===== src/design/ihr_ram.sv =====
`timescale 1ns / 1ps

module ihr_ram #(
  parameter int Width = 8,
  parameter int Depth = 2
) (
  input  logic                     clk_i,
  input  logic                     we_i,
  input  logic [$clog2(Depth)-1:0] waddr_i,
  input  logic [Width-1:0]         wdata_i,
  input  logic                     re_i,
  input  logic [$clog2(Depth)-1:0] raddr_i,
  output logic [Width-1:0]         rdata_o
);

  logic [Width-1:0] mem_q [Depth];
  logic [Width-1:0] rdata_q;

  always_ff @(posedge clk_i) begin
    if (we_i) begin
      mem_q[waddr_i] <= wdata_i;
    end
    if (re_i) begin
      rdata_q <= mem_q[raddr_i];
    end
  end

  assign rdata_o = rdata_q;

endmodule


===== config.mk =====
export PLATFORM = sky130hd
export DESIGN_NAME = ihr_ram
export DESIGN_NICKNAME = d
export VERILOG_FILES = /design/src/design/ihr_ram.sv
export SDC_FILE = /design/constraint.sdc
export NUM_CORES = 1
export LEC_CHECK = 0
export BUFFER_PORTS_ARGS = -buffer_cell sky130_fd_sc_hd__clkbuf_2
export CAP_MARGIN = 20
export CORE_MARGIN = 5
export CORE_UTILIZATION = 23
export DETAILED_ROUTE_END_ITERATION = 8
export PLACE_DENSITY_LB_ADDON = 0.05
export SYNTH_ARGS = -nofsm -noshare
export SYNTH_HDL_FRONTEND = slang
export SYNTH_SLANG_ARGS = --single-unit

===== constraint.sdc =====
create_clock -name clk_i -period 1.1 [get_ports clk_i]
set_clock_uncertainty 0.15 [all_clocks]
set_input_delay 0.11 -clock clk_i [delete_from_list [all_inputs] [get_ports clk_i]]
set_output_delay 0.11 -clock clk_i [all_outputs]
set_load 0.005 [all_outputs]

# Word-level counts from Yosys, hierarchy flattened
# Memory sizes are Yosys's and may differ from the RTL's. A register that Yosys moved wholly into a read port is not among the register bits.
# Index checks and enable logic that the tools add are counted.
[op_classes] n_mux=2
[op_table] op="$mux 1" count=2
[totals] output_inout_bits=8 register_bits=0 memories=1 wordCells=3 ram_bits=16
[mem_list] name="mem_q" words=2 word_bits=8 rd=1 rd_ports_with_merged_regs=1 write_ports=1 line_no="16" text="logic [Width-1:0] mem_q [Depth];"

# Logic depth before layout (Yosys ltp)
# Gate-level depths: netlist of the first run.
[depth] word_depth=2 ltp_mapped=2 ltp_nobuf=1

# Least setup slack after synthesis of the first run
# OpenSTA, ideal clock, no wires.
[synth_timing] path_type="input port to flip-flop" startpoint="input we_i" endpoint="memory mem_q[0][0], enable pin" setup_slack_ns=0.047 setup_ns=0.373 cell_stages=1 t_arrival_ns=0.530 required_ns=0.577 cell_sequence="nor2b_1"
[synth_between] elab_chain_len=2
[synth_rtl] element="start: declaration" line_no="8" text="input logic we_i,"
[synth_rtl] element="$mux 1" line_no="20" text="if (we_i) begin"
[synth_rtl] element="$mux 1 (implied by the code)" line_no="21" text="mem_q[waddr_i] <= wdata_i;"
[synth_rtl] element="end: declaration" line_no="16"
# Every way passes these cells.

# Final worst setup path of the first run
[layout_timing] startpoint="memory mem_q[0][4]" endpoint="register rdata_q[4] (netlist: rdata_o[4]), read port of mem_q, data pin"
[layout_lines] element="end: declaration" line_no="17" text="logic [Width-1:0] rdata_q;"
# No word-level cell between the ends.

==> results of run 1 <==
final timing paths:
| path | endpoint | slack, ps | depth (start not counted) |
|---|---|---|---|
| setup / recovery | rdata_o[4] | 60 | 1 |
| hold / removal | rdata_o[7] | 70 | 1 |
| setup reg to reg | rdata_o[4] | 60 | 1 |
| hold reg to reg | rdata_o[5] | 400 | 1 |
registers in the layout (all words and copies together) (netlist names):
register / count
rdata_o: 8
mem_q: 16
timing repair:
| action | 4_1_cts | 5_1_grt |
|---|---|---|
| hold endpoints to repair | 16 | 0 |
| endpoints found under the setup margin | 0 | 0 |
| hold buffers | 8 | 0 |
cells by family after synthesis:
family,after synthesis
muxes,8
and+or+nand+nor,2
buffers and inverters,1
DFF,24
layout make-up:
class	count	area [um^2]
timing repair buffer	30	207.7
clock buffer	3	41.29
tap	48	60.06
multi-input combinational	10	132.6
fill	371	2499
sequential	24	720.7
layer usage:
layer,vias up,share of wire,wire [um],track usage
met4,0,0.0095,12,0.03132
met2,16,0.44,549,0.07755
li1,200,-,-,-
met1,178,0.47,592,0.07336
met3,2,0.086,108,0.02244
met5,-,0,0,0
cell usage in the layout, fill, tap and decap left out:
master         count
edfxtp_1          24
clkbuf_2          20
mux2_4             8
dlygate4sd3_1      8
clkbuf_8           3
nor2b_1            1
and2_1             1
buf_12             1
buf_4              1
power groups by stage:
stage,Clock (mW),Combinational (mW),Sequential [mW]
3_5_place_dp,0,0.136,1.12
6_report,0.489,0.152,1.09
2_1_floorplan,0,0.0625,1.12
3_3_place_gp,0,0.133,1.12
5_1_grt,0.553,0.167,1.10
4_1_cts,0.509,0.158,1.10
==> run_results.csv, run 1 <==
group,metric,value,unit
synth,synthDistinctLibCells,5,
clock_tree,htreeDepth,1,
place,port_buffers,20,
pwr,p_int,1.420,mW
synth,synth_area,864.6,um^2
synth,synth_seq_area_share,0.8336,
sta,slew_viol_final,0,
synth,syn_nets,48,
die,die_h,71.31,um
setup_path,worstPathRequired,960,ps
synth,synth_area_leaders,"edfxtp_1 (83%), mux2_4 (14%), buf_6 (1.3%), and2_1 (0.72%), nor2b_1 (0.72%)",
clock_tree,cts_root_buf,"clkbuf_8",
sta,setup_slack,62.96,ps
setup_path,slowest_delay,370,ps
die,start_util,0.2362,
clock_tree,cts_buffer_depth,2,
drt,drt-pass1-iter-count,3,
die,rows,22,
synth,synthSimpleGateAreaFrac,0.01447,
clock_tree,cts_buffers,3,
global_route,grt_use_total,0.05591,
cells_and_area,final_cells,115,
pwr,p_per_area,1494,mW/mm^2
pwr,p_seq_frac,0.630,
pwr,leakagePower,0.4509,nW
clock_tree,cts_tree,"yes",
drt,antenna_left,0,
global_route,grt_max_degree,13,
clock_tree,post_cts_resized,0,
synth,synth_edf_count,24,
synth,synth_top_family_by_area,"multiplexers",
drt,vias,396,
sta,fmax,0.9643,GHz
sta,rsz0062_at_grt,"no",
clock_tree,post_cts_buffers,0,
die,dieArea,0.005085,mm^2
sta,fin_setup_tns,0,ps
global_route,antenna_found_initial,0,
place,place_area,0.001041,mm^2
synth,muxShareOfSynthArea,0.1389,
sta,hold_viol,0,
cells_and_area,final_layout_size_suffix_gt1_frac,0.4925,
place,place_inst,104,
cells_and_area,finish.utilization,0.3175,
drt,wire_per_inst,10.97,um
synth,ys_warn_count,0,
cells_and_area,synthToLayoutAreaGrowth,34.44,%
sta,setup_viol,0,
synth,synth_top_area_share,0.8336,
synth,ys_ff_latch,24,
setup_path,reg2reg_from,"mem_q[0][4]",
setup_path,slowest_stage,"edfxtp_1",
drt,route.detailed.drc,0,
pwr,switchingPower,316.3,uW
setup_path,cp_num_buf_inv,0,
clock_tree,insertion_delay,250,ps
setup_path,cp_data_arrival_time,900,ps
drt,post_drt_via_cell_ratio,3.443,
run_status,status,"completed",
sta,relSlewSlack,0.8016,
global_route,grt_pass1_vias,460,
synth,syn_area_per_cell,24.70,um^2
sta,post-route-period-util,0.9428,
global_route,grt_pass1_wl,2173,um
setup_path,worstSetupPathType,"reg2reg",
pwr,peakVddDrop,0.0004089,V
pwr,pwr-share-comb,0.088,
clock_tree,clk_pin_slew,80,ps
sta,tightestPinTransition,297.6,ps
cells_and_area,fin_area,0.001162,mm^2
synth,synth-compound-area-share,0,
setup_path,cp_cell_sequence,"mux2_4",
place,gp_congestion,0.5740,
synth,ys.flop_type,"edfxtp_1",
pwr,pwr-share-clk,0.282,
synth,syn_inst,35,
die,core_region_area,0.003661,mm^2
place,pre_cts_ws,-42.10,ps
drt,route.final.wire_length,1262,um
synth,yosys.cell_count.top_type,"edfxtp_1",
clock_tree,clock_sinks,24,
die,die_w,71.31,um
setup_path,worst-path-max-fanout,1,
hold_path,hold_path_class,"in2reg",
cells_and_area,fin_nets,82,
synth,synth_xor_area_frac,0,
synth,synthTopCellsByCount,"edfxtp_1 (24), mux2_4 (8), and2_1 (1), buf_6 (1), nor2b_1 (1)",
die,io_pins,21,
sta,whs,67.63,ps
sta,period_minus_slack,1037,ps
global_route,grt_remaining_overflow,0,
setup_path,crit_path_start_kind,"flip-flop",
setup_path,crit_start,"mem_q[0][4]",
pwr,power,1.736,mW
synth,synthArstFlopShare,0,
flow_run,drv_cap,0,
synth,synth-adder-area-share,0,
pwr,switching_share,0.1822,
cells_and_area,n_antenna_cell,0,
hold_path,hold_start,"re_i",
synth,yosysTopAreaCell,"edfxtp_1",
drt,drt_iter0_markers,2,
setup_path,crit_path_end_kind,"flip-flop",
setup_path,crit_family,"flip-flops",
(Power assumes the default switching activity.)
==> run 2: changes to the inputs <==
- ABC_AREA: default -> 1
- TNS_END_PERCENT: default -> 50
==> run_results.csv, run 2 <==
group,metric,value,unit
pwr,p_int,1.385,mW
cells_and_area,n_antenna_cell,0,
die,dieArea,0.004965,mm^2
clock_tree,cts_tree,"yes",
drt,route.final.wire_length,1428,um
cells_and_area,register_area,720.7,um^2
global_route,grt_remaining_overflow,0,
sta,setup_viol,0,
global_route,grt_max_degree,13,
cells_and_area,fillers,388,
global_route,antenna_found_initial,0,
pwr,switching_share,0.1933,
cells_and_area,multi_input_area,97.59,um^2
drt,route.detailed.drc,0,
drt,post_drt_via_cell_ratio,3.481,
die,io_pins,21,
synth,synth_area_leaders,"edfxtp_1 (86%), nand2_1 (11%), buf_6 (1.3%), inv_1 (0.89%), inv_2 (0.45%)",
setup_path,crit_path_end_kind,"output port",
place,port_buffers,20,
synth,synthSimpleGateAreaFrac,0.1161,
cells_and_area,regMostFlops,"mem_q",
sta,slew_viol_final,0,
synth,synth-adder-area-share,0,
synth,synth_edf_count,24,
synth,synthDistinctLibCells,6,
die,die_h,70.46,um
hold_path,hold_path_class,"in2reg",
setup_path,cp_num_buf_inv,1,
synth,synth_seq_area_share,0.8571,
global_route,grt_pass1_vias,508,
global_route,grt_pass1_wl,2477,um
drt,wire_per_inst,10.74,um
synth,synthTopCellsByCount,"nand2_1 (25), edfxtp_1 (24), inv_1 (2)",
clock_tree,insertion_delay,260,ps
setup_path,slowest_delay,360,ps
clock_tree,post_cts_buffers,0,
clock_tree,cts_buffer_depth,2,
sta,whs,47.72,ps
cells_and_area,largest_reg_flops,16,
drt,drt-pass1-iter-count,2,
place,gp_congestion,0.6425,
setup_path,worstPathRequired,840,ps
pwr,peakVddDrop,0.0002889,V
sta,rsz0062_at_grt,"no",
cells_and_area,final_layout_size_suffix_gt1_frac,0.2941,
synth,syn_area_per_cell,15.57,um^2
clock_tree,clk_pin_slew,80,ps
synth,yosysTopAreaCell,"edfxtp_1",
synth,syn_nets,67,
clock_tree,cts_root_buf,"clkbuf_8",
die,start_util,0.2332,
run_status,status,"completed",
setup_path,cp_cell_sequence,"clkbuf_2",
pwr,switchingPower,331.8,uW
synth,yosys.cell_count.top_type,"nand2_1",
synth,synth_top_family_by_area,"simple AND/OR/NAND/NOR gates",
sta,post-route-period-util,0.9122,
pwr,p_per_area,1535,mW/mm^2
setup_path,worstSetupPathType,"reg2out",
global_route,grt_use_total,0.06729,
synth,synthArstFlopShare,0,
synth,syn_inst,54,
clock_tree,clock_sinks,24,
sta,hold_viol,0,
clock_tree,cts_buffers,3,
drt,vias,463,
die,core_region_area,0.003606,mm^2
cells_and_area,final_cell_mix,"nand2_1 (25), edfxtp_1 (24), clkbuf_2 (20)",
synth,ys_warn_count,0,
setup_path,crit_family,"flip-flops",
cells_and_area,final_common_cell,"nand2_1",
setup_path,cp_data_arrival_time,740,ps
synth,synth_top_area_share,0.8571,
setup_path,worst-path-max-fanout,1,
sta,fin_setup_tns,0,ps
synth,synth_xor_area_frac,0,
pwr,p_seq_frac,0.638,
synth,muxShareOfSynthArea,0,
clock_tree,htreeDepth,1,
cells_and_area,fin_nets,100,
drt,drt_iter0_markers,3,
setup_path,crit_path_start_kind,"flip-flop",
pwr,pwr-share-comb,0.073,
synth,synth_area,840.8,um^2
pwr,leakagePower,0.4650,nW
sta,relSlewSlack,0.7803,
flow_run,drv_cap,0,
synth,synth-compound-area-share,0,
sta,fmax,0.9965,GHz
die,die_w,70.46,um
sta,period_minus_slack,1003,ps
sta,tightestPinTransition,329.2,ps
synth,ys.flop_type,"edfxtp_1",
drt,antenna_left,0,
cells_and_area,synthToLayoutAreaGrowth,33.04,%
setup_path,slowest_stage,"edfxtp_1",
synth,ys_ff_latch,24,
die,rows,22,
pwr,pwr-share-clk,0.289,
## run 2: final timing paths
check,from,endpoint,slack [ps],depth (start not counted)
worst max-delay path,rdata_o[3],rdata_o[3],100,1
worst min register to register,mem_q[0][4],rdata_o[4],370,2
worst min-delay path,re_i,rdata_o[4],50,1
worst max register to register,mem_q[1][6],rdata_o[6],190,2
## run 2: power by group through the flow
stage / combinational [mW] / clock (mW) / sequential [mW]
5_1_grt: 0.147 / 0.559 / 1.10
3_5_place_dp: 0.108 / 0 / 1.12
4_1_cts: 0.130 / 0.518 / 1.10
6_report: 0.125 / 0.497 / 1.10
2_1_floorplan: 0.0421 / 0 / 1.12
3_3_place_gp: 0.106 / 0 / 1.12
## run 2: through the flow
stage	utilization	instance area, um^2	total power [mW]	setup slack (ps)	instances
floorplan	-	840.8	1.158	80.10	54
global placement	0.2765	997.2	1.227	73.74	122
detailed placement	0.2765	997.2	1.225	63.46	122
CTS	0.3102	1119	1.744	78.14	133
global route	0.3102	1119	1.807	40.74	133
finish	0.3102	1119	1.717	96.53	133
## run 2: metal layers
| layer | track usage | up-vias | routed length (um) |
|---|---|---|---|
| met5 | 0 | - | 0 |
| met4 | 0.05106 | 0 | 44 |
| met3 | 0.02734 | 5 | 126 |
| met2 | 0.09563 | 18 | 594 |
| met1 | 0.08004 | 196 | 662 |
| li1 | - | 244 | - |
## run 2: what timing repair did
action                                 4_1_cts  5_1_grt
gates resized for setup                      0        0
endpoints found under the hold margin       16        0
hold buffers                                 8        0
## run 2: cell families (layout without fill, tap and decap cells)
kind of cell | Yosys count | in the layout
simple gates | 26 | 26
buf+inv | 4 | 35
flops | 24 | 24
## run 2: layout make-up
cell class	instances	share of cell area
repair buffers	29	0.1678
multi-input cells	26	0.08725
clock buffers	3	0.03691
flip-flops and latches	24	0.6443
well taps	48	0.05369
inverters	3	0.01007
